`src/huf_pkg.sv`:
```
`timescale 1ns / 1ps
// ----------------------------------------------------------------------------
// huf_pkg
// Shared constants, action codes and index folding for the tree-walk decoder.
// ----------------------------------------------------------------------------
package huf_pkg;

  // Default sizes
  localparam int unsigned HUF_NODE_COUNT   = 512;
  localparam int unsigned HUF_SYMBOL_WIDTH = 8;

  // Fixed field widths
  localparam int unsigned IN_IDX_W    = 9;
  localparam int unsigned SYM_OUT_W   = 8;
  localparam int unsigned COUNT_W     = 24;
  localparam int unsigned IDX_FOLD_W  = 13;

  localparam logic [COUNT_W-1:0] COUNT_MAX = '1;

  // Action codes carried in tuser
  localparam logic [1:0] ACT_LOAD   = 2'd0;
  localparam logic [1:0] ACT_BIT    = 2'd1;
  localparam logic [1:0] ACT_FINISH = 2'd2;

  // Fold a 9-bit node index into the node range by conditional subtraction
  // of shifted multiples of the node count (one compare and subtract a step).
  function automatic logic [IDX_FOLD_W-1:0] wrap_node(input logic [IN_IDX_W-1:0] v,
                                                      input int unsigned n);
    logic [IDX_FOLD_W-1:0] r;
    r = IDX_FOLD_W'(v);
    for (int k = 7; k >= 0; k--) begin
      if (32'(r) >= (n << k)) begin
        r = r - IDX_FOLD_W'(n << k);
      end
    end
    return r;
  endfunction

endpackage

```
`src/huf_walker.sv`:
```
`timescale 1ns / 1ps
// ----------------------------------------------------------------------------
// huf_walker
// Walk control: position, root, symbol count, node loads and result register.
// ----------------------------------------------------------------------------
module huf_walker #(
  parameter int unsigned NODE_COUNT   = 512,
  parameter int unsigned SYMBOL_WIDTH = 8,
  parameter int unsigned IDX_W        = 9,
  parameter int unsigned NODE_W       = 27
) (
  input  logic                    clk,
  input  logic                    rst_n,
  // item side
  input  logic                    in_valid,
  output logic                    in_ready,
  input  logic [1:0]              in_action,
  input  logic [8:0]              in_node_addr,
  input  logic [8:0]              in_left_index,
  input  logic [8:0]              in_right_index,
  input  logic                    in_is_leaf,
  input  logic [7:0]              in_leaf_symbol,
  input  logic                    in_code_bit,
  // root register write
  input  logic                    cfg_valid,
  output logic                    cfg_ready,
  input  logic [8:0]              cfg_root,
  // result side
  output logic                    out_valid,
  input  logic                    out_ready,
  output logic [7:0]              out_symbol,
  output logic [23:0]             out_count,
  // node memory
  output logic                    mem_wr_en,
  output logic [IDX_W-1:0]        mem_wr_addr,
  output logic [NODE_W-1:0]       mem_wr_data,
  output logic [IDX_W-1:0]        mem_rd_addr_a,
  output logic [IDX_W-1:0]        mem_rd_addr_b,
  input  logic [NODE_W-1:0]       mem_rd_data_a,
  input  logic [NODE_W-1:0]       mem_rd_data_b
);

  import huf_pkg::*;

  localparam int unsigned LEAF_B  = SYMBOL_WIDTH;
  localparam int unsigned RIGHT_L = SYMBOL_WIDTH + 1;
  localparam int unsigned LEFT_L  = SYMBOL_WIDTH + 1 + IDX_W;

  logic [IDX_W-1:0]        root_r, root_nxt;
  logic [IDX_W-1:0]        pos_r, pos_nxt;
  logic [COUNT_W-1:0]      count_r, count_nxt, count_inc;
  logic                    out_valid_r;
  logic [SYM_OUT_W-1:0]    out_symbol_r;
  logic [COUNT_W-1:0]      out_count_r;

  logic                    in_acc;
  logic                    cfg_acc;
  logic                    emit;
  logic [IDX_FOLD_W-1:0]   cfg_fold, addr_fold, left_fold, right_fold;
  logic [NODE_W-1:0]       step_node;
  logic [IDX_W-1:0]        step_pos;
  logic [IDX_W-1:0]        walk_pos;
  logic                    cur_leaf;

  assign in_ready  = !out_valid_r || out_ready;
  assign cfg_ready = 1'b1;
  assign in_acc    = in_valid && in_ready;
  assign cfg_acc   = cfg_valid;

  // Fold incoming indices into the node range
  assign cfg_fold   = wrap_node(cfg_root, NODE_COUNT);
  assign addr_fold  = wrap_node(in_node_addr, NODE_COUNT);
  assign left_fold  = wrap_node(in_left_index, NODE_COUNT);
  assign right_fold = wrap_node(in_right_index, NODE_COUNT);

  // Node load word: left, right, leaf flag, symbol
  assign mem_wr_en   = in_acc && (in_action == ACT_LOAD);
  assign mem_wr_addr = addr_fold[IDX_W-1:0];
  assign mem_wr_data = {left_fold[IDX_W-1:0], right_fold[IDX_W-1:0], in_is_leaf,
                        in_leaf_symbol[SYMBOL_WIDTH-1:0]};

  // One tree step: restart at the root after a leaf, then follow the bit
  assign cur_leaf  = mem_rd_data_a[LEAF_B];
  assign step_node = cur_leaf ? mem_rd_data_b : mem_rd_data_a;
  assign step_pos  = cur_leaf ? root_r : pos_r;
  assign walk_pos  = step_node[LEAF_B] ? step_pos :
                     (in_code_bit ? step_node[RIGHT_L +: IDX_W]
                                  : step_node[LEFT_L +: IDX_W]);

  assign count_inc = (count_r == COUNT_MAX) ? count_r : count_r + COUNT_W'(1);

  // Next walker state
  always_comb begin
    pos_nxt   = pos_r;
    root_nxt  = root_r;
    count_nxt = count_r;
    emit      = 1'b0;
    if (in_acc) begin
      unique case (in_action)
        ACT_BIT: begin
          pos_nxt = walk_pos;
          if (cur_leaf) begin
            emit      = 1'b1;
            count_nxt = count_inc;
          end
        end
        ACT_FINISH: begin
          emit      = 1'b1;
          count_nxt = '0;
          pos_nxt   = root_r;
        end
        default: begin
        end
      endcase
    end
    if (cfg_acc) begin
      root_nxt = cfg_fold[IDX_W-1:0];
      pos_nxt  = cfg_fold[IDX_W-1:0];
    end
  end

  // Fetch the next node and the root every cycle
  assign mem_rd_addr_a = pos_nxt;
  assign mem_rd_addr_b = root_nxt;

  // Hold walker state and result valid
  always_ff @(posedge clk) begin
    if (!rst_n) begin
      root_r      <= '0;
      pos_r       <= '0;
      count_r     <= '0;
      out_valid_r <= 1'b0;
    end else begin
      root_r  <= root_nxt;
      pos_r   <= pos_nxt;
      count_r <= count_nxt;
      if (emit) begin
        out_valid_r <= 1'b1;
      end else if (out_ready) begin
        out_valid_r <= 1'b0;
      end
    end
  end

  // Capture the result word
  always_ff @(posedge clk) begin
    if (emit) begin
      out_symbol_r <= SYM_OUT_W'(mem_rd_data_a[SYMBOL_WIDTH-1:0]);
      out_count_r  <= count_inc;
    end
  end

  assign out_valid  = out_valid_r;
  assign out_symbol = out_symbol_r;
  assign out_count  = out_count_r;

`ifndef ASSERT_OFF
  a_count_nonzero: assert property (@(posedge clk) disable iff (!rst_n)
    out_valid_r |-> (out_count_r != '0))
    else $error("result carries a zero symbol count");

  a_finish_clears: assert property (@(posedge clk) disable iff (!rst_n)
    (in_acc && (in_action == ACT_FINISH)) |=> (count_r == '0))
    else $error("count not cleared after finish");

  a_cfg_moves_walker: assert property (@(posedge clk) disable iff (!rst_n)
    cfg_acc |=> (pos_r == root_r))
    else $error("walker not at root after root write");

  a_stall_only_on_full: assert property (@(posedge clk) disable iff (!rst_n)
    !in_ready |-> (out_valid_r && !out_ready))
    else $error("input stalled with free result register");
`endif

endmodule

```
`config.mk`:
```
export PLATFORM = sky130hd
export DESIGN_NAME = huf_walker
export DESIGN_NICKNAME = d
export VERILOG_FILES = /design/src/huf_pkg.sv /design/src/huf_walker.sv
export SDC_FILE = /design/constraint.sdc
export NUM_CORES = 1
export LEC_CHECK = 0
export BUFFER_PORTS_ARGS = -buffer_cell sky130_fd_sc_hd__buf_2
export CAP_MARGIN = 20
export CORE_MARGIN = 4
export CORE_UTILIZATION = 25
export DETAILED_ROUTE_END_ITERATION = 6
export MAX_ROUTING_LAYER = met4
export PLACE_DENSITY = 0.45
export SYNTH_ARGS = -nofsm -noshare
export SYNTH_HDL_FRONTEND = slang
export SYNTH_SLANG_ARGS = --single-unit
```
`constraint.sdc`:
```
create_clock -name clk -period 3.1 [get_ports clk]
set_input_delay 0.31 -clock clk [delete_from_list [all_inputs] [get_ports clk]]
set_output_delay 0.31 -clock clk [all_outputs]
set_load 0.02 [all_outputs]
```
==> results of run 1 <==
[flip-flops by register name (all words and copies together) (netlist names)]
| name | flops |
|---|---|
| count_r | 24 |
| out_symbol | 8 |
| pos_r | 9 |
| root_r | 9 |
| out_count | 24 |
| out_valid | 1 |
[final timing paths]
kind | startpoint | slack (ns) | end | cells past startpoint
min | mem_rd_data_a[6] | 0.14 | out_symbol[6] | 1
min reg2reg | count_r[6] | 0.52 | count_r[6] | 1
max | in_action[0] | 0.43 | mem_rd_addr_a[0] | 8
max reg2reg | count_r[8] | 0.95 | out_count[5] | 5
[power groups by stage]
stage                     Clock (W)  Combinational [W]  Sequential (W)
after floorplan                   0           0.000224         0.00110
after CTS                   0.00118           0.000282         0.00107
final                       0.00113           0.000278         0.00107
after detailed placement          0           0.000282         0.00109
after global routing        0.00121           0.000308         0.00107
after global placement            0           0.000278         0.00109
[final cells by class]
class	instances	area (um^2)
inverters	8	30.0
repair buffers	124	643
clock buffers	10	229
flip-flops and latches	75	1820
multi-input cells	289	1940
fillers	1786	11500
clock inverters	6	91.3
well taps	220	275
[Yosys cell counts, drive strengths merged, types with 2 or more instances]
| cell | instances |
|---|---|
| clkbuf | 13 |
| a221o | 9 |
| nor2 | 21 |
| nor3 | 4 |
| nand2 | 25 |
| xnor2 | 12 |
| ha | 4 |
| o31ai | 4 |
| mux2i | 19 |
| nand3 | 13 |
| o2111a | 2 |
| xor2 | 9 |
| nor4 | 2 |
| nand4 | 14 |
| o22ai | 8 |
| a22oi | 9 |
| nand2b | 5 |
| buf | 49 |
| and4 | 3 |
| inv | 8 |
| and2 | 21 |
| a31oi | 15 |
| a22o | 2 |
| and3 | 4 |
| edfxtp | 32 |
| or3 | 5 |
| dfxtp | 43 |
| o21ai | 28 |
| a21oi | 24 |
| mux2 | 10 |
[metal layers]
layer  track usage (%)  vias to the layer above
met1              14.5                     1574
met2              22.8                      176
met3              4.42                       18
met5                 -                        -
met4              4.66                        0
li1                  -                     1711
[per-stage QoR]
step	utilization (%)	area (um^2)
finish	30.5	5030
global route	30.5	5030
CTS	30.5	5030
detailed placement	28.5	4710
global placement	28.5	4710
floorplan	-	4190
[cells by family after synthesis]
group,after synthesis,share of synthesized area [%]
AOI/OAI and AO/OA,112,17.6
xor gates and xnor gates,21,4.39
adders and majority gates,4,1.19
buffers and inverters,70,10.4
DFF,75,43.5
muxes,29,7.22
other,1,0.0895
and+or+nand+nor,122,15.7
[placed cells by master (no fill, tap or decap), types with 10 or more instances in the layout]
master    instances
nand3_1          13
buf_2           115
xnor2_1          12
edfxtp_1         32
a21oi_1          23
nand2_1          25
nand4_1          12
o21ai_0          27
and2_1           21
nor2_1           20
mux2_2           10
a31oi_1          15
mux2i_1          19
dfxtp_1          43
==> impl_metrics.json, run 1 <==
{
  "outcome": "finished, final reports clean",
  "crit_required_ns": 2.79,
  "clockBufferDepth": 2,
  "cts.sinks": 75,
  "timing.fmax_mhz": 374,
  "synth_area_leaders": "edfxtp_1, dfxtp_1, buf_4, mux2i_1, o21ai_0",
  "diodes": 0,
  "cp_max_fo": 11,
  "syn_avg_cell_area_um2": 9.66,
  "dieArea_mm2": 0.0189,
  "seqPwrFrac_pct": 43.2,
  "drive_gt1_share_pct": 30.9,
  "first_pass_iters": 4,
  "gp_congestion": 0.869,
  "dp_slack_ns": 0.456,
  "fin_crit_sh_pct": 86.3,
  "fp.dieH_um": 137,
  "path_buf_inv": 3,
  "cp-end-kind": "output pin",
  "ir_drop_v": 0.000253,
  "post-dp-hpwl_mm": 9.33,
  "cts-root-buf": "clkbuf_16",
  "critical_path_class": "in -> out",
  "switching_share_pct": 24.3,
  "netlist.top_cell.by_area": "edfxtp_1",
  "grt_pass1_wl_mm": 19.0,
  "seq_area_frac_synth_pct": 43.5,
  "grt_pass1_vias": 3585,
  "synth_top_area_share_pct": 22.9,
  "cts.reportedPaths.clkPinSlew_ns": 0.06,
  "dp_cells": 716,
  "leakage_nw": 2.07,
  "met2_length_mm": 5.96,
  "min_period_ns": 2.67,
  "syn-instance-count": 434,
  "synthArstFlopShare_pct": 0,
  "cp-start-kind": "input pin",
  "syn2layout_area_growth_pct": 20.1,
  "top_layer": "met4",
  "fin_worst_skew_ns": 0.00667,
  "hold_viol_final": 0,
  "fin_nets": 618,
  "rsz0062_at_grt": "false",
  "start_util_pct": 25.4,
  "num_rows": 47,
  "htree_levels": 3,
  "vias": 3479,
  "clkPwrFrac_pct": 45.6,
  "synth_ff_type": "dfxtp_1",
  "overflow": 0,
  "post_cts_buffers": 0,
  "path_cells": "buf_2 > inv_1 > ha_1 > o21ba_2 > nand4_1 > a221o_1 > o21ai_0 > buf_2",
  "slew_violations": 0,
  "setup_tns_ns": 0,
  "final_cells": 732,
  "track_usage_pct": 13.3,
  "synth_area_mm2": 0.00419,
  "cts_tree": "built",
  "route.met3.wl_mm": 1.12,
  "grt_max_degree": 33,
  "io_buffer_count": 115,
  "power_density_mw_per_mm2": 492,
  "die_w_um": 137,
  "cts_resized": 0,
  "numCtsBuffers": 9,
  "fin_hold_ws_ns": 0.137,
  "worst_path_max_delay_cell": "a221o_1",
  "cp.arrival_ns": 2.36,
  "min_path_type": "in -> reg",
  "crit_path_frequent_cell": "buf_2",
  "synth_nets": 545,
  "setup_viol_count_final": 0,
  "synth_edf_count": 32,
  "pin_count": 197,
  "route.detailed.drc": 0,
  "p_comb_share_pct": 11.2,
  "crit_family": "compound AO/OA/AOI/OAI gates",
  "slew_headroom_pct": 49.8,
  "antenna_found_initial": 0,
  "clock_latency_ns": 0.34,
  "intPower_w": 0.00187,
  "wl_met1_mm": 4.84,
  "worst_pin_slew_ns": 0.752,
  "p_sw_w": 0.000601,
  "core_mm2": 0.0165,
  "power.total_w": 0.00247,
  "fin_ws_ns": 0.426,
  "max_cap_viol_count": 0,
  "ys_warn_count": 0,
  "viasPerCell": 4.75,
  "ys_seq_elements": 75,
  "ant_nets": 0,
  "routedWlPerCell_um": 16.5,
  "cts_hold_buf": 0,
  "routed_wirelength_mm": 12.1,
  "cpPeakStageDelay_ns": 0.43,
  "synth_cell_types": 55,
  "first_iter_violations": 160
}
Power figures use the tool's default switching activity.
==> inputs of run 2 (changes only) <==
clock period = 3.2 ns   (was 3.1 ns; I/O delays follow)
==> impl_metrics.json, run 2 (synthesis results as in run 1) <==
{
  "ant_nets": 0,
  "cts_resized": 0,
  "setup_tns_ns": 0,
  "num_rows": 47,
  "cp.arrival_ns": 2.32,
  "min_path_type": "in -> reg",
  "dieArea_mm2": 0.0189,
  "cts_tree": "built",
  "fp.dieH_um": 137,
  "routedWlPerCell_um": 16.4,
  "final_cell_mix": "buf_2, dfxtp_1, edfxtp_1",
  "fin_nets": 618,
  "overflow": 0,
  "clock_latency_ns": 0.34,
  "final_cells": 732,
  "grt_pass1_vias": 3553,
  "slew_headroom_pct": 49.7,
  "cts-root-buf": "clkbuf_16",
  "post_cts_buffers": 0,
  "grt_pass1_wl_mm": 18.7,
  "start_util_pct": 25.4,
  "htree_levels": 3,
  "cp_max_fo": 11,
  "cts.sinks": 75,
  "first_pass_iters": 4,
  "clockBufferDepth": 2,
  "leakage_nw": 2.06,
  "dp_cells": 716,
  "gp_congestion": 0.872,
  "crit_required_ns": 2.88,
  "cts_hold_buf": 0,
  "hold_viol_final": 0,
  "antenna_found_initial": 0,
  "outcome": "finished, final reports clean",
  "track_usage_pct": 13.1,
  "numCtsBuffers": 9,
  "vias": 3502,
  "timing.fmax_mhz": 379,
  "die_w_um": 137,
  "critical_path_class": "in -> out",
  "fin_worst_skew_ns": 0.00547,
  "final_common_cell": "buf_2",
  "routed_wirelength_mm": 12.0,
  "syn2layout_area_growth_pct": 20.0,
  "viasPerCell": 4.78,
  "fin_crit_sh_pct": 82.5,
  "drive_gt1_share_pct": 30.9,
  "cp-end-kind": "output pin",
  "post-dp-hpwl_mm": 9.31,
  "cp-start-kind": "input pin",
  "rsz0062_at_grt": "false",
  "power_density_mw_per_mm2": 476,
  "setup_viol_count_final": 0,
  "slew_violations": 0,
  "worst_pin_slew_ns": 0.754,
  "io_buffer_count": 115,
  "first_iter_violations": 116,
  "cts.reportedPaths.clkPinSlew_ns": 0.06,
  "max_cap_viol_count": 0,
  "min_period_ns": 2.64,
  "route.detailed.drc": 0,
  "core_mm2": 0.0165,
  "ir_drop_v": 0.000244,
  "diodes": 0,
  "grt_max_degree": 33,
  "pin_count": 197
}
[run 2: changes by cell type in the layout (fill, tap and decap cells not counted)]
cell,change
clkinv_4,-2
clkinvlp_4,+1
inv_6,+1
[run 2: worst paths after layout]
kind                                        from  slack (ns)  depth (start not counted)               end
worst max-delay path                in_action[0]        0.56                          8  mem_rd_addr_a[6]
worst min-delay path            mem_rd_data_a[2]        0.16                          1     out_symbol[2]
worst max register to register        count_r[8]        1.06                          4     out_count[15]
worst min register to register        count_r[6]        0.51                          1        count_r[6]
[run 2: per-stage QoR]
stage	instance area (um^2)	total power, W	hold WS, ns	setup WS [ns]	util [%]
2_1_floorplan	4190	0.00128	0.419	0.441	-
3_3_place_gp	4710	0.00132	0.489	0.604	28.5
3_5_place_dp	4710	0.00133	0.491	0.579	28.5
4_1_cts	5030	0.00245	0.135	0.556	30.4
5_1_grt	5030	0.00251	0.130	0.401	30.4
6_report	5030	0.00239	0.155	0.559	30.4
[run 2: area by class of cell]
class / count / area [um^2]
clock inverter: 6 / 90.1
tap: 220 / 275
fill: 1766 / 11500
sequential: 75 / 1820
timing repair buffer: 124 / 643
inverter: 8 / 30.0
clock buffer: 10 / 229
multi-input combinational: 289 / 1940
[run 2: power by group]
group / switching [W] / total (W) / internal [W]
clock network: 0.000406 / 0.00109 / 0.000686
logic: 0.000162 / 0.000269 / 0.000108
registers: 0.0000119 / 0.00103 / 0.00102
[run 2: worst max-delay path, cell delays in order]
cell	delay, ns
buf_2	0.11
inv_1	0.07
ha_1	0.39
o21ba_2	0.20
nand4_1	0.34
a221o_1	0.39
o21ai_0	0.27
buf_2	0.23
[run 2: metal layers]
layer / GRT usage [%] / up-vias / wire length [um]
met5: - / - / 0
met4: 3.27 / 0 / 93
met3: 5.08 / 7 / 1100
met2: 22.5 / 167 / 5980
met1: 14.3 / 1616 / 4850
li1: - / 1712 / -
==> inputs of run 3 (changes only) <==
ABC_AREA = 1   (was default)
clock period = 2.5 ns   (was 3.2 ns; I/O delays follow)
==> impl_metrics.json, run 3 <==
{
  "min_path_type": "in -> reg",
  "setup_tns_ns": 0,
  "syn-instance-count": 572,
  "cts-root-buf": "clkbuf_16",
  "fillers": 1909,
  "overflow": 0,
  "grt_max_degree": 34,
  "gp_congestion": 0.844,
  "first_pass_iters": 5,
  "rsz0062_at_grt": "false",
  "fin_crit_sh_pct": 87.0,
  "cts.reportedPaths.clkPinSlew_ns": 0.06,
  "post_cts_buffers": 0,
  "netlist_top_cells_count": "nand2_1, nor2_1, dfxtp_1",
  "final_common_cell": "nand2_1",
  "syn2layout_area_growth_pct": 21.4,
  "synthArstFlopShare_pct": 0,
  "final_cell_mix": "nand2_1, buf_2, nor2_1",
  "num_rows": 48,
  "hold_viol_final": 0,
  "first_iter_violations": 136,
  "synth_cell_types": 32,
  "post-dp-hpwl_mm": 9.51,
  "cp.arrival_ns": 1.93,
  "synth_area_leaders": "edfxtp_1, dfxtp_1, nand2_1, buf_4, nor2_1",
  "drive_gt1_share_pct": 31.6,
  "synth_top_area_share_pct": 21.8,
  "viasPerCell": 4.44,
  "numCtsBuffers": 9,
  "cts.sinks": 75,
  "ir_drop_v": 0.000305,
  "slew_violations": 0,
  "worst_pin_slew_ns": 0.603,
  "crit_required_ns": 2.25,
  "fin_worst_skew_ns": 0.00464,
  "track_usage_pct": 12.8,
  "power.total_w": 0.00323,
  "pin_count": 197,
  "synth_ff_type": "dfxtp_1",
  "cts_hold_buf": 0,
  "min_period_ns": 2.18,
  "max_cap_viol_count": 0,
  "seq_area_frac_synth_pct": 41.2,
  "crit_family": "simple AND/OR/NAND/NOR gates",
  "routed_wirelength_mm": 12.4,
  "cts_tree": "built",
  "ys_warn_count": 0,
  "htree_levels": 3,
  "fp.dieH_um": 141,
  "power_density_mw_per_mm2": 603,
  "io_buffer_count": 115,
  "synth.most_common_cell": "nand2_1",
  "antenna_found_initial": 0,
  "routedWlPerCell_um": 14.0,
  "slew_headroom_pct": 59.7,
  "start_util_pct": 25.5,
  "clock_latency_ns": 0.34,
  "path_buf_inv": 3,
  "cts_resized": 0,
  "setup_viol_count_final": 0,
  "netlist.top_cell.by_area": "edfxtp_1",
  "cp_max_fo": 9,
  "fin_nets": 764,
  "cp-start-kind": "register",
  "worst_path_max_delay_cell": "dfxtp_1",
  "clockBufferDepth": 2,
  "ant_nets": 0,
  "diodes": 0,
  "core_mm2": 0.0173,
  "timing.fmax_mhz": 460,
  "vias": 3922,
  "final_cells": 883,
  "synth_area_mm2": 0.00442,
  "cpPeakStageDelay_ns": 0.33,
  "grt_pass1_wl_mm": 19.6,
  "syn_avg_cell_area_um2": 7.72,
  "critical_path_class": "reg -> out",
  "crit_path_frequent_cell": "nand2_1",
  "leakage_nw": 2.18,
  "synth_nets": 683,
  "path_cells": "inv_1 > nor2_1 > nor2_1 > nand2_1 > clkinv_1 > o21a_1 > nand2_1 > nand2_1 > buf_2",
  "dp_cells": 867,
  "ys_seq_elements": 75,
  "die_w_um": 141,
  "synth_edf_count": 32,
  "grt_pass1_vias": 3759,
  "dieArea_mm2": 0.0199,
  "outcome": "finished, final reports clean",
  "route.detailed.drc": 0,
  "cp-end-kind": "output pin"
}
## run 3: stage by stage
stage / hold slack (ns) / area (um^2) / worst slack, ns / util, %
after floorplan: 0.349 / 4420 / 0.296 / -
after global placement: 0.427 / 5010 / 0.489 / 29.0
after global routing: 0.0640 / 5360 / 0.0696 / 31.0
after detailed placement: 0.429 / 5010 / 0.444 / 29.0
after CTS: 0.0602 / 5360 / 0.197 / 31.0
final: 0.0797 / 5360 / 0.325 / 31.0
## run 3: area by class of cell
class | instances | area [um^2] | area share (%)
Timing Repair Buffer | 128 | 686 | 12.8
Inverter | 29 | 109 | 2.03
Clock buffer | 12 | 278 | 5.18
Clock inverter | 4 | 77.6 | 1.45
Multi-Input combinational cell | 410 | 2110 | 39.4
Tap cell | 225 | 282 | 5.25
Sequential cell | 75 | 1820 | 34.0
## run 3: worst reg2reg max path: stages, from the launching register on
cell and delay, ns:
dfxtp_1 0.39, ha_1 0.21, nand2_2 0.09, nor2_4 0.15
nand2_2 0.10, nor2_4 0.18, nand2_4 0.21, buf_4 0.25
nand3_2 0.08, nand2_1 0.06, a21oi_2 0.12
## run 3: cell families after synthesis
logic type               count (synthesis)  share of synthesized area [%]
flip-flops                              75                           41.2
buffers and inverters                   87                           11.2
AND/OR/NAND/NOR                        300                           31.1
AO/OA/AOI/OAI                          103                           14.8
XOR/XNOR                                 2                          0.397
adder cells (fa/ha/maj)                  4                           1.13
other                                    1                         0.0849
## run 3: worst paths after layout
kind                     from                to  slack, ns  depth (start not counted)
max                 out_valid  mem_rd_addr_a[7]       0.32                          9
max reg2reg        count_r[1]       count_r[10]       0.60                         10
min          mem_rd_data_a[6]     out_symbol[6]       0.08                          1
min reg2reg         root_r[7]         root_r[7]       0.51                          2
## run 3: metal layers
layer	part of all wire [%]	routed length (um)	GRT usage, %
met5	0	0	-
met4	1.9	237	4.49
met3	7.2	896	3.49
met2	48	5960	21.4
met1	43	5320	14.9
## run 3: power breakdown
part	switching [W]	internal, W
combinational	0.000242	0.000134
clock	0.000534	0.000995
sequential	0.0000138	0.00131
total	0.000790	0.00244
